### config.mk
export PLATFORM = sky130hd
export DESIGN_NAME = lighting_command_string_parser
export DESIGN_NICKNAME = d
export VERILOG_FILES = /design/src/hw/rtl/lcsp_pkg.sv /design/src/hw/rtl/lighting_command_string_parser.sv /design/src/hw/rtl/lcsp_front.sv /design/src/hw/rtl/lcsp_queue.sv /design/src/hw/rtl/lcsp_back.sv
export SDC_FILE = /design/constraint.sdc
export NUM_CORES = 1
export LEC_CHECK = 0
export CORE_ASPECT_RATIO = 1.1
export CORE_MARGIN = 8
export CORE_UTILIZATION = 50
export DETAILED_ROUTE_END_ITERATION = 6
export DONT_BUFFER_PORTS = 1
export PLACE_DENSITY = 0.67
export REMOVE_ABC_BUFFERS = 1
export SLEW_MARGIN = 20
export SYNTH_ARGS = -nofsm -noshare
export SYNTH_HDL_FRONTEND = slang
export SYNTH_SLANG_ARGS = --single-unit
export TNS_END_PERCENT = 100
### constraint.sdc
create_clock -name i_clk -period 9.2 [get_ports i_clk]
set_input_delay 0.92 -clock i_clk [delete_from_list [all_inputs] [get_ports i_clk]]
set_output_delay 0.92 -clock i_clk [all_outputs]
set_load 0.1 [all_outputs]
### src/hw/rtl/lcsp_pkg.sv
package lcsp_pkg;

    localparam int QDepth = 4;                      // power of two
    localparam int QPtrW  = $clog2(QDepth);
    localparam int QCntW  = $clog2(QDepth + 1);

    localparam logic [1:0] CmdReset  = 2'd0;
    localparam logic [1:0] CmdColour = 2'd1;
    localparam logic [1:0] CmdEob    = 2'd2;
    localparam logic [1:0] CmdTx     = 2'd3;

    localparam logic [1:0] ModeMorph = 2'd0;
    localparam logic [1:0] ModeFixed = 2'd1;
    localparam logic [1:0] ModeBlink = 2'd2;

    localparam logic [7:0] ChZ     = 8'h7A;
    localparam logic [7:0] ChM     = 8'h6D;
    localparam logic [7:0] ChF     = 8'h66;
    localparam logic [7:0] ChB     = 8'h62;
    localparam logic [7:0] ChPlus  = 8'h2B;
    localparam logic [7:0] ChMinus = 8'h2D;
    localparam logic [7:0] ChSpace = 8'h20;

    localparam logic [2:0] MorphLen = 3'd6;
    localparam logic [2:0] FlatLen  = 3'd3;

    typedef enum logic [3:0] {
        PH_IDLE  = 4'b0001,
        PH_ZONE1 = 4'b0010,
        PH_ZONE2 = 4'b0100,
        PH_COL   = 4'b1000
    } t_phase;

    typedef struct packed {
        logic        rst;
        logic        col;
        logic        eob;
        logic        tx;
    } t_flags;

    typedef struct packed {
        t_flags      flags;
        logic [15:0] block;
        logic [1:0]  mode;
        logic [31:0] zones;
        logic [23:0] nib;
    } t_rec;

    typedef struct packed {
        logic        all;
        logic        set;
        logic [4:0]  idx;
    } t_zone;

    function automatic logic is_digit(input logic [7:0] c);
        return (c >= 8'h30) && (c <= 8'h39);
    endfunction

    function automatic logic is_space(input logic [7:0] c);
        return (c == ChSpace) || ((c >= 8'h09) && (c <= 8'h0D));
    endfunction

    function automatic logic [3:0] hex_val(input logic [7:0] c);
        logic [3:0] v;
        v = 4'd0;
        if (c >= 8'h30 && c <= 8'h39) begin
            v = c[3:0];
        end else if ((c >= 8'h61 && c <= 8'h66) || (c >= 8'h41 && c <= 8'h46)) begin
            v = 4'(c[2:0] + 3'd1) + 4'd8;
        end
        return v;
    endfunction

    // decimal zone from up to two chars: spaces, optional sign, digits
    function automatic t_zone zone_decode(input logic [7:0] c0, input logic [7:0] c1,
                                          input logic two);
        logic [6:0] v;
        logic       neg;
        t_zone      z;
        v   = 7'd0;
        neg = 1'b0;
        if (!two) begin
            if (is_digit(c0)) v = 7'(c0[3:0]);
        end else if (is_space(c0)) begin
            if (is_digit(c1)) v = 7'(c1[3:0]);
        end else if (c0 == ChPlus || c0 == ChMinus) begin
            neg = (c0 == ChMinus);
            if (is_digit(c1)) v = 7'(c1[3:0]);
        end else if (is_digit(c0)) begin
            if (is_digit(c1)) v = 7'(c0[3:0]) * 7'd10 + 7'(c1[3:0]);
            else              v = 7'(c0[3:0]);
        end
        z.all = (v == 7'd0);
        z.set = !neg && (v >= 7'd1) && (v <= 7'd32);
        z.idx = 5'(v - 7'd1);
        return z;
    endfunction

endpackage

### src/hw/rtl/lighting_command_string_parser.sv
// A result passes the queue, the sequencer flag register and the output register.
// Throughput: one input word per cycle while full is low; the result side gives one
// word per cycle while popped, so an input with several results holds the output
// longer; a 4-entry queue between decoder and result sequencer absorbs the difference.
// Reset: synchronous, active low; parser state, queue and output return to empty/idle.
module lighting_command_string_parser (
    input  logic        i_clk,
    input  logic        i_rst_n,
    input  logic        push,
    output logic        full,
    input  logic        i_op,
    input  logic [7:0]  i_ch,
    output logic        empty,
    input  logic        pop,
    output logic [1:0]  o_cmd,
    output logic [1:0]  o_mode,
    output logic [15:0] o_block,
    output logic [31:0] o_zones,
    output logic [3:0]  o_red_a,
    output logic [3:0]  o_green_a,
    output logic [3:0]  o_blue_a,
    output logic [3:0]  o_red_b,
    output logic [3:0]  o_green_b,
    output logic [3:0]  o_blue_b,
    output logic        o_final_res
);

    logic               accept;
    logic               rec_push;
    lcsp_pkg::t_rec     rec_in, rec_out;
    logic               q_vld, q_pop;

    assign accept = push && !full;

    lcsp_front u_front (
        .i_clk      (i_clk),
        .i_rst_n    (i_rst_n),
        .i_accept   (accept),
        .i_op       (i_op),
        .i_ch       (i_ch),
        .o_rec_push (rec_push),
        .o_rec      (rec_in)
    );

    lcsp_queue u_queue (
        .i_clk   (i_clk),
        .i_rst_n (i_rst_n),
        .i_push  (rec_push),
        .i_rec   (rec_in),
        .o_full  (full),
        .i_pop   (q_pop),
        .o_vld   (q_vld),
        .o_rec   (rec_out)
    );

    lcsp_back u_back (
        .i_clk       (i_clk),
        .i_rst_n     (i_rst_n),
        .i_q_vld     (q_vld),
        .i_q_rec     (rec_out),
        .o_q_pop     (q_pop),
        .i_pop       (pop),
        .o_empty     (empty),
        .o_cmd       (o_cmd),
        .o_mode      (o_mode),
        .o_block     (o_block),
        .o_zones     (o_zones),
        .o_red_a     (o_red_a),
        .o_green_a   (o_green_a),
        .o_blue_a    (o_blue_a),
        .o_red_b     (o_red_b),
        .o_green_b   (o_green_b),
        .o_blue_b    (o_blue_b),
        .o_final_res (o_final_res)
    );

endmodule

### src/hw/rtl/lcsp_front.sv
module lcsp_front (
    input  logic               i_clk,
    input  logic               i_rst_n,
    input  logic               i_accept,
    input  logic               i_op,
    input  logic [7:0]         i_ch,
    output logic               o_rec_push,
    output lcsp_pkg::t_rec     o_rec
);

    logic                  r_started,  n_started;
    logic                  r_grouping, n_grouping;
    logic [31:0]           r_mask,     n_mask;
    logic [15:0]           r_block,    n_block;
    lcsp_pkg::t_phase      r_phase,    n_phase;
    logic [2:0]            r_k,        n_k;
    logic [7:0]            r_zc,       n_zc;
    logic [23:0]           r_nib,      n_nib;
    logic [1:0]            r_mode,     n_mode;

    lcsp_pkg::t_rec        rec;
    lcsp_pkg::t_zone       zone;
    logic [7:0]            lc;
    logic [23:0]           nib_new;
    logic [2:0]            k_next;
    logic [2:0]            col_len;

    always_comb begin
        zone    = lcsp_pkg::zone_decode(r_zc, i_ch, 1'b1);
        lc      = (i_ch >= 8'h41 && i_ch <= 8'h5A) ? (i_ch | 8'h20) : i_ch;
        col_len = (r_mode == lcsp_pkg::ModeMorph) ? lcsp_pkg::MorphLen : lcsp_pkg::FlatLen;
        k_next  = r_k + 3'd1;
        nib_new = r_nib;
        for (int i = 0; i < 6; i++) begin
            if (r_k == 3'(i)) nib_new[(5 - i) * 4 +: 4] = lcsp_pkg::hex_val(i_ch);
        end
    end

    always_comb begin
        n_started  = r_started;
        n_grouping = r_grouping;
        n_mask     = r_mask;
        n_block    = r_block;
        n_phase    = r_phase;
        n_k        = r_k;
        n_zc       = r_zc;
        n_nib      = r_nib;
        n_mode     = r_mode;
        rec        = '0;
        rec.block  = r_block;
        rec.mode   = r_mode;
        rec.zones  = r_mask;
        rec.nib    = (i_op ? r_nib : nib_new)
                   & ((r_mode == lcsp_pkg::ModeMorph) ? 24'hFFFFFF : 24'hFFF000);

        if (i_accept) begin
            if (!r_started) begin
                rec.flags.rst = 1'b1;
                n_started     = 1'b1;
            end
            if (i_op) begin
                rec.flags.col = (r_phase == lcsp_pkg::PH_COL);
                rec.flags.eob = 1'b1;
                rec.flags.tx  = 1'b1;
                n_started     = 1'b0;
                n_grouping    = 1'b0;
                n_mask        = '0;
                n_block       = '0;
                n_phase       = lcsp_pkg::PH_IDLE;
                n_k           = '0;
                n_zc          = '0;
                n_nib         = '0;
                n_mode        = lcsp_pkg::ModeMorph;
            end else begin
                unique case (r_phase)
                    lcsp_pkg::PH_ZONE1: begin
                        n_zc    = i_ch;
                        n_phase = lcsp_pkg::PH_ZONE2;
                    end
                    lcsp_pkg::PH_ZONE2: begin
                        if (zone.all)      n_mask            = '1;
                        else if (zone.set) n_mask[zone.idx]  = 1'b1;
                        n_phase = lcsp_pkg::PH_IDLE;
                    end
                    lcsp_pkg::PH_COL: begin
                        n_nib = nib_new;
                        if (k_next >= col_len) begin
                            rec.flags.col = 1'b1;
                            n_phase       = lcsp_pkg::PH_IDLE;
                        end else begin
                            n_k = k_next;
                        end
                    end
                    lcsp_pkg::PH_IDLE: begin
                        if (lc == lcsp_pkg::ChZ) begin
                            if (!r_grouping) begin
                                n_grouping    = 1'b1;
                                n_mask        = '0;
                                rec.flags.eob = (r_block != 16'd0);
                                n_block       = r_block + 16'd1;
                            end
                            n_phase = lcsp_pkg::PH_ZONE1;
                        end else if (lc == lcsp_pkg::ChM || lc == lcsp_pkg::ChF
                                     || lc == lcsp_pkg::ChB) begin
                            n_grouping = 1'b0;
                            n_mode     = (lc == lcsp_pkg::ChM) ? lcsp_pkg::ModeMorph :
                                         (lc == lcsp_pkg::ChF) ? lcsp_pkg::ModeFixed :
                                                                  lcsp_pkg::ModeBlink;
                            n_nib      = '0;
                            n_k        = '0;
                            n_phase    = lcsp_pkg::PH_COL;
                        end else begin
                            n_grouping = 1'b0;
                        end
                    end
                    default: n_phase = lcsp_pkg::PH_IDLE;
                endcase
            end
        end
    end

    always_ff @(posedge i_clk) begin
        if (!i_rst_n) begin
            r_started  <= 1'b0;
            r_grouping <= 1'b0;
            r_mask     <= '0;
            r_block    <= '0;
            r_phase    <= lcsp_pkg::PH_IDLE;
            r_k        <= '0;
            r_zc       <= '0;
            r_nib      <= '0;
            r_mode     <= lcsp_pkg::ModeMorph;
        end else begin
            r_started  <= n_started;
            r_grouping <= n_grouping;
            r_mask     <= n_mask;
            r_block    <= n_block;
            r_phase    <= n_phase;
            r_k        <= n_k;
            r_zc       <= n_zc;
            r_nib      <= n_nib;
            r_mode     <= n_mode;
        end
    end

    assign o_rec      = rec;
    assign o_rec_push = i_accept && (rec.flags != '0);

endmodule

### src/hw/rtl/lcsp_queue.sv
module lcsp_queue (
    input  logic               i_clk,
    input  logic               i_rst_n,
    input  logic               i_push,
    input  lcsp_pkg::t_rec     i_rec,
    output logic               o_full,
    input  logic               i_pop,
    output logic               o_vld,
    output lcsp_pkg::t_rec     o_rec
);

    lcsp_pkg::t_rec                 r_mem [lcsp_pkg::QDepth];
    logic [lcsp_pkg::QPtrW-1:0]     r_wp, r_rp;
    logic [lcsp_pkg::QCntW-1:0]     r_cnt, n_cnt;
    logic                           wr, rd;

    assign wr     = i_push && !o_full;
    assign rd     = i_pop && o_vld;
    assign o_full = (r_cnt == lcsp_pkg::QCntW'(lcsp_pkg::QDepth));
    assign o_vld  = (r_cnt != '0);
    assign o_rec  = r_mem[r_rp];

    always_comb begin
        n_cnt = r_cnt;
        if (wr && !rd)      n_cnt = r_cnt + 1'b1;
        else if (rd && !wr) n_cnt = r_cnt - 1'b1;
    end

    always_ff @(posedge i_clk) begin
        if (wr) r_mem[r_wp] <= i_rec;
    end

    always_ff @(posedge i_clk) begin
        if (!i_rst_n) begin
            r_wp  <= '0;
            r_rp  <= '0;
            r_cnt <= '0;
        end else begin
            if (wr) r_wp <= r_wp + 1'b1;
            if (rd) r_rp <= r_rp + 1'b1;
            r_cnt <= n_cnt;
        end
    end

endmodule

### src/hw/rtl/lcsp_back.sv
module lcsp_back (
    input  logic               i_clk,
    input  logic               i_rst_n,
    input  logic               i_q_vld,
    input  lcsp_pkg::t_rec     i_q_rec,
    output logic               o_q_pop,
    input  logic               i_pop,
    output logic               o_empty,
    output logic [1:0]         o_cmd,
    output logic [1:0]         o_mode,
    output logic [15:0]        o_block,
    output logic [31:0]        o_zones,
    output logic [3:0]         o_red_a,
    output logic [3:0]         o_green_a,
    output logic [3:0]         o_blue_a,
    output logic [3:0]         o_red_b,
    output logic [3:0]         o_green_b,
    output logic [3:0]         o_blue_b,
    output logic               o_final_res
);

    lcsp_pkg::t_flags   r_flags, n_flags;
    lcsp_pkg::t_rec     r_rec;
    logic               r_out_vld;
    logic [1:0]         r_cmd;
    logic [1:0]         r_mode;
    logic [15:0]        r_block;
    logic [31:0]        r_zones;
    logic [23:0]        r_nib;
    logic               r_final;

    lcsp_pkg::t_flags   pick, remain;
    logic [1:0]         cmd;
    logic               out_rdy, emit, load;

    always_comb begin
        pick = '0;
        cmd  = lcsp_pkg::CmdReset;
        if (r_flags.rst) begin
            pick.rst = 1'b1;
            cmd      = lcsp_pkg::CmdReset;
        end else if (r_flags.col) begin
            pick.col = 1'b1;
            cmd      = lcsp_pkg::CmdColour;
        end else if (r_flags.eob) begin
            pick.eob = 1'b1;
            cmd      = lcsp_pkg::CmdEob;
        end else if (r_flags.tx) begin
            pick.tx  = 1'b1;
            cmd      = lcsp_pkg::CmdTx;
        end
        remain  = r_flags & ~pick;
        out_rdy = !r_out_vld || i_pop;
        emit    = out_rdy && (r_flags != '0);
        load    = i_q_vld && ((r_flags == '0) || (emit && (remain == '0)));
        n_flags = load ? i_q_rec.flags : (emit ? remain : r_flags);
    end

    always_ff @(posedge i_clk) begin
        if (!i_rst_n) begin
            r_flags   <= '0;
            r_out_vld <= 1'b0;
        end else begin
            r_flags <= n_flags;
            if (emit)       r_out_vld <= 1'b1;
            else if (i_pop) r_out_vld <= 1'b0;
        end
    end

    always_ff @(posedge i_clk) begin
        if (load) r_rec <= i_q_rec;
        if (emit) begin
            r_cmd   <= cmd;
            r_block <= r_rec.block;
            r_final <= (remain == '0);
            r_mode  <= pick.col ? r_rec.mode  : lcsp_pkg::ModeMorph;
            r_zones <= pick.col ? r_rec.zones : '0;
            r_nib   <= pick.col ? r_rec.nib   : '0;
        end
    end

    assign o_q_pop     = load;
    assign o_empty     = !r_out_vld;
    assign o_cmd       = r_cmd;
    assign o_mode      = r_mode;
    assign o_block     = r_block;
    assign o_zones     = r_zones;
    assign o_red_a     = r_nib[23:20];
    assign o_green_a   = r_nib[19:16];
    assign o_blue_a    = r_nib[15:12];
    assign o_red_b     = r_nib[11:8];
    assign o_green_b   = r_nib[7:4];
    assign o_blue_b    = r_nib[3:0];
    assign o_final_res = r_final;

endmodule

==> impl_metrics.json, run 1 <==
{
  "status": "finished clean",
  "multi_input_area_mm2": 0.00579,
  "first_pass_iters": 6,
  "post-cts-setup-buffer-count": 0,
  "synthArstFlopShare_pct": 0,
  "postRouteAntennaNets": 0,
  "period_needed_ps": 4180,
  "grt_pass1_wl_mm": 65.2,
  "worst_pin_slew_ps": 1090,
  "synth.avg_cell_area_um2": 16.4,
  "p_leak_nw": 8.17,
  "yosysUniqueCellTypes": 77,
  "clock-sinks": 568,
  "grt_start_max_net_pins": 59,
  "crit_chain": "nor4b_1 -> o2111ai_1 -> a21oi_2 -> nand2_1 -> a31oi_2 -> and2_4 -> buf_4",
  "cts_buffers": 55,
  "power_density_mw_per_mm2": 336,
  "grt_antenna_before_repair": 1,
  "clock-root-buffer": "clkbuf_16",
  "num_io_pins": 92,
  "design_area_mm2": 0.0245,
  "synthesis.area_mm2": 0.0221,
  "dpl.hpwl_mm": 25.5,
  "setup_violations": 0,
  "ys.flop_type": "edfxtp_1",
  "utilization_pct": 55.6,
  "sequentialPowerShare_pct": 61.3,
  "clock_skew_ps": 9.57,
  "wl_per_cell_um": 21.0,
  "insertion_delay_ps": 580,
  "cell_internal_pwr_mw": 5.15,
  "post-route-period-util_pct": 45.4,
  "timing.hold.ws_ps": 419,
  "grt_pass1_vias": 11300,
  "slew_viol_final": 0,
  "clockBufferDepth": 3,
  "crit_type": "flop to flop",
  "final_nets": 1402,
  "tns_ps": 0,
  "hold_path_class": "input pin to flop",
  "drc": 0,
  "crit_buf_inv": 1,
  "viasPerCell": 5.72,
  "start_kind": "flop",
  "p_clk_share_pct": 25.9,
  "yosysTopAreaCellShare_pct": 62.8,
  "core_area_mm2": 0.0441,
  "met2_usage_pct": 26.2,
  "yosys.area.top_type": "edfxtp_1",
  "fin_cells": 1988,
  "crit_family": "simple AND/OR/NAND/NOR gates",
  "p_total_mw": 8.23,
  "place_ws_ps": 4560,
  "top_usage_layer": "met2",
  "fillers": 3434,
  "dieArea_mm2": 0.0513,
  "swShare_pct": 37.4,
  "synth.most_common_cell": "edfxtp_1",
  "drive_above_1_share_pct": 15.6,
  "vdd_drop_max_mv": 0.191,
  "ys_seq_area_share_pct": 72.3,
  "seqCellArea_mm2": 0.0160,
  "io_buffers": 0,
  "hold_viol_final": 0,
  "met3_usage_pct": 3.06,
  "fin_ws_ps": 5020,
  "num_vias": 11400,
  "ys_warn_count": 0,
  "ys_top_cells_by_count": "edfxtp_1, dfxtp_1, mux4_2, and2_1, nor2_1",
  "syn_inst": 1347,
  "rsz0062_at_grt": "no",
  "ys_seq_elements": 568,
  "slew_headroom_pct": 27.3,
  "cpMaxStageDelayCell": "buf_4",
  "critPathMaxStageDelay_ps": 750,
  "r2r_slack_ps": 5020,
  "switching_power_mw": 3.08,
  "end_kind": "flop",
  "start_util_pct": 50.2,
  "comb_power_share_pct": 12.8,
  "rows": 81,
  "die_w_um": 217,
  "area_delta_synth_final_pct": 10.7,
  "drt-initial-drc-count": 955,
  "place_inst": 1886,
  "fmax_mhz": 239,
  "crit_required_ps": 9400,
  "ctsHoldBuffers": 0,
  "overflow": 0,
  "diodes": 0,
  "synth_enable_flop_cells": 463,
  "drv_cap": 0,
  "wl_mm": 41.7,
  "post_dp_cell_area_mm2": 0.0228,
  "dieHeight_um": 237,
  "grt_use_total_pct": 16.1,
  "cts_tree": "built",
  "worstPathMaxFanout": 58,
  "cts-resized-gates": 0,
  "globalplace.congestion": 0.815,
  "synthTopCellsByArea": "edfxtp_1, dfxtp_1, mux4_2",
  "path_clk_slew_ps": 60,
  "worstPathArrival_ps": 4380,
  "htreeDepth": 2,
  "grt_use_met1_pct": 22.1
}
[per-layer routing]
layer | part of all wire, % | vias to the layer above
li1 | - | 5268
met1 | 45 | 5752
met2 | 48 | 283
met3 | 5.1 | 61
met4 | 1.9 | 0
met5 | 0 | -
[layout by cell type, fill, tap and decap left out, types with 4 or more instances in the layout]
cell	instances
o21ai_0	34
mux4_2	78
nor2b_1	20
nor3_1	20
clkbuf_16	55
o31ai_2	15
inv_6	4
and2_1	73
nor2_1	65
o31ai_1	5
xnor2_1	12
o22ai_1	5
a31oi_1	6
edfxtp_1	463
buf_4	14
a32o_1	14
and3_1	4
nor4_1	7
mux2i_1	6
a211oi_1	20
a22oi_1	11
or2_2	4
a21oi_1	54
a21boi_0	8
ha_1	24
inv_1	36
a22o_1	8
nand3_1	20
clkinv_2	10
or3_1	11
o2bb2ai_1	4
a21o_1	7
clkbuf_1	16
xor2_1	6
clkinv_1	9
nand2_1	62
dfxtp_1	103
nand2b_1	10
and2_4	4
o21a_1	6
[state kept, by name (all words and copies together), names as in the netlist, 2 cells and up, named ones only]
register,count
u_front.r_zc,8
u_queue.r_cnt,3
u_back.r_nib,24
u_queue.r_rp,2
u_front.r_mode,2
u_front.r_k,3
u_queue.r_mem,312
u_front.r_nib,24
u_front.r_phase,4
u_front.r_mask,32
u_back.r_flags,4
u_back.r_rec,74
u_queue.r_wp,2
u_back.o_cmd,2
u_front.r_block,16
u_back.o_zones,32
u_back.o_mode,2
u_back.o_block,16
[final timing paths]
kind	startpoint	endpoint	cells past startpoint
setup / recovery	u_front.r_phase[0]	u_queue.r_mem[3][51]	7
hold / removal	i_rst_n	u_front.r_phase[0]	1
setup reg to reg	u_front.r_phase[0]	u_queue.r_mem[3][51]	7
hold reg to reg	u_back.r_rec[68]	u_back.o_block[10]	0
[cell families after synthesis]
group / Yosys count / synth area share (%)
flops: 568 / 72.3
buf+inv: 94 / 1.75
xor+xnor: 18 / 0.712
compound gates: 229 / 7.58
mux: 84 / 8.21
simple gates: 326 / 7.77
fa+ha+maj: 28 / 1.67
[layout make-up]
class | instances | area share (%)
Timing Repair Buffer | 15 | 0.541
Sequential cell | 568 | 65.4
Tap cell | 581 | 2.97
Clock inverter | 29 | 0.965
Inverter | 37 | 0.567
Multi-Input combinational cell | 685 | 23.6
Clock buffer | 73 | 5.97
[power by group through the flow]
stage               clock (mW)  sequential [mW]  combinational (mW)
global placement             0             5.10                1.07
CTS                       2.18             5.07                1.09
finish                    2.13             5.05                1.05
floorplan                    0             5.11               0.743
detailed placement           0             5.12                1.08
global route              2.28             5.11                1.16
(Power assumes the default switching activity.)
==> run 2, diff against run 1 <==
Settings changed: ABC_AREA set to 1, PLACE_DENSITY 0.67 to 0.7.
Clock period 9.2 ns to 3.6 ns, I/O delays scaled along.
==> run 2 against run 1 <==
The run now ends with design-rule violations left. Register-to-register slack got worse by 4700 ps. Synthesized area rose by 4.7%. Sequential cell count unchanged. Global-route usage rose by 1.8 points. Highest routed layer unchanged. Non-clock buffer count rose by 28. Total power grew to 2.9 times the previous value. Utilization grew 1.1 points. Sequential share of layout area shrank 3.5 points.
==> impl_metrics.json, run 2 <==
{
  "post-cts-setup-buffer-count": 0,
  "ctsHoldBuffers": 10,
  "num_vias": 14800,
  "syn_inst": 2049,
  "cts_tree": "built",
  "fillers": 3644,
  "grt_antenna_before_repair": 0,
  "ys_seq_area_share_pct": 69.1,
  "viasPerCell": 5.51,
  "grt_use_total_pct": 17.9,
  "start_kind": "flop",
  "dieArea_mm2": 0.0535,
  "overflow": 0,
  "die_w_um": 221,
  "rsz0062_at_grt": "no",
  "fmax_mhz": 308,
  "ys_warn_count": 0,
  "final_nets": 2093,
  "end_kind": "flop",
  "slew_headroom_pct": 35.5,
  "drt-initial-drc-count": 1268,
  "ys.flop_type": "edfxtp_1",
  "tns_ps": 0,
  "start_util_pct": 50.7,
  "p_total_mw": 23.7,
  "diodes": 0,
  "regMostFlops": "u_queue.r_mem",
  "clock_skew_ps": 24.4,
  "area_delta_synth_final_pct": 11.6,
  "postRouteAntennaNets": 0,
  "vdd_drop_max_mv": 0.560,
  "violations": "design-rule violations",
  "drc": 20,
  "synth.most_common_cell": "edfxtp_1",
  "cts-resized-gates": 0,
  "synthTopCellsByArea": "edfxtp_1, dfxtp_1, nor2_1",
  "period_needed_ps": 3250,
  "core_area_mm2": 0.0457,
  "clock-sinks": 568,
  "first_pass_iters": 7,
  "yosysUniqueCellTypes": 44,
  "drv_cap": 0,
  "p_leak_nw": 9.20,
  "synthesis.area_mm2": 0.0232,
  "place_ws_ps": 357,
  "fin_ws_ps": 353,
  "grt_pass1_vias": 14400,
  "drive_above_1_share_pct": 10.9,
  "path_clk_slew_ps": 60,
  "synth_enable_flop_cells": 463,
  "wl_per_cell_um": 18.3,
  "post-route-period-util_pct": 90.2,
  "insertion_delay_ps": 600,
  "globalplace.congestion": 0.862,
  "yosysTopAreaCellShare_pct": 60.0,
  "dpl.hpwl_mm": 29.3,
  "worstPathArrival_ps": 3480,
  "final_cell_mix": "edfxtp_1, nor2_1, o21ai_0, nand2_1, inv_1",
  "crit_type": "flop to flop",
  "setup_violations": 0,
  "hold_depth": 3,
  "final_common_cell": "edfxtp_1",
  "cts_buffers": 53,
  "synthArstFlopShare_pct": 0,
  "multi_input_area_mm2": 0.00608,
  "worstPathMaxFanout": 32,
  "io_buffers": 0,
  "clock-root-buffer": "clkbuf_16",
  "num_io_pins": 92,
  "slew_viol_final": 0,
  "clockBufferDepth": 3,
  "wl_mm": 49.2,
  "hold_path_class": "input pin to flop",
  "seqCellArea_mm2": 0.0160,
  "synth.avg_cell_area_um2": 11.3,
  "power_density_mw_per_mm2": 916,
  "yosys.area.top_type": "edfxtp_1",
  "largestRegisters": "u_queue.r_mem: 312 flops, u_back.r_rec: 74 flops",
  "ys_top_cells_by_count": "edfxtp_1, nor2_1, o21ai_0, nand2_1, inv_1",
  "status": "finished with violations",
  "worst_pin_slew_ps": 968,
  "reg2reg_depth": 13,
  "crit_required_ps": 3830,
  "grt_pass1_wl_mm": 77.6,
  "dieHeight_um": 242,
  "largest_reg_flops": 312,
  "htreeDepth": 2,
  "rows": 82,
  "ys_seq_elements": 568,
  "grt_start_max_net_pins": 89,
  "hold_viol_final": 0
}
## run 2: changes by cell type after synthesis, moves of 50 or more
cell	delta
mux4_2	-78
nand2_1	+147
inv_1	+141
nor2_1	+261
o21ai_0	+198
nand3_1	+50
and2_1	-76
o22ai_1	+74
## run 2: through the flow
stage / hold slack, ps / std cells / utilization (%) / instance area (um^2)
finish: 50.1 / 2686 / 56.7 / 25900
global route: 48.0 / 2686 / 56.7 / 25900
CTS: 5.85 / 2686 / 56.7 / 25900
detailed placement: 405 / 2576 / 52.4 / 23900
global placement: 407 / 2576 / 52.4 / 23900
floorplan: 400 / 1955 / - / 22800
## run 2: kinds of logic (layout without fill, tap and decap cells)
family                     after synthesis  count (layout)  synth area share [%]
AOI/OAI and AO/OA                      425             425                  10.3
xor gates and xnor gates                15              15                 0.567
adders and majority gates               27              27                  1.56
buffers and inverters                  288             337                  4.89
DFF                                    568             568                  69.1
and+or+nand+nor                        726             726                  13.6
## run 2: path summary, 6_finish.rpt
path	startpoint	slack, ps	end
setup / recovery	u_front.r_k[0]	350	u_queue.r_mem[2][18]
hold / removal	i_op	50	u_front.r_nib[15]
setup reg to reg	u_front.r_k[0]	350	u_queue.r_mem[2][18]
hold reg to reg	u_back.r_rec[71]	420	u_back.o_block[13]
## run 2: routing by layer
metal	vias to the layer above	wire length (um)	track usage, %
li1	7126	-	-
met1	7164	21200	23.3
met2	437	23700	30.0
met3	73	3210	3.52
met4	0	1090	5.34
met5	-	0	0
## run 2: layout make-up
cell class / count / area share (%)
multi-input cells: 1193 / 23.5
well taps: 588 / 2.84
flip-flops and latches: 568 / 61.9
clock inverters: 24 / 1.27
inverters: 194 / 2.83
clock buffers: 76 / 5.90
repair buffers: 43 / 1.76
## run 2: report_power, final
part           switching [mW]  leakage (nW)  internal, mW
logic                    3.40          3.02          1.13
registers                3.79          5.28          9.52
clock network            2.34         0.908          3.53
## run 2: worst max-delay path, cell delays in order, from the launching register on
cell and delay (ps):
dfxtp_1 340, ha_1 220, ha_1 280, inv_1 50, ha_1 270, a31oi_1 80, inv_1 70, nor2_1 50
nor3_1 390, nor2_1 80, nand2_1 160, inv_1 200, nor2_4 180, buf_4 490
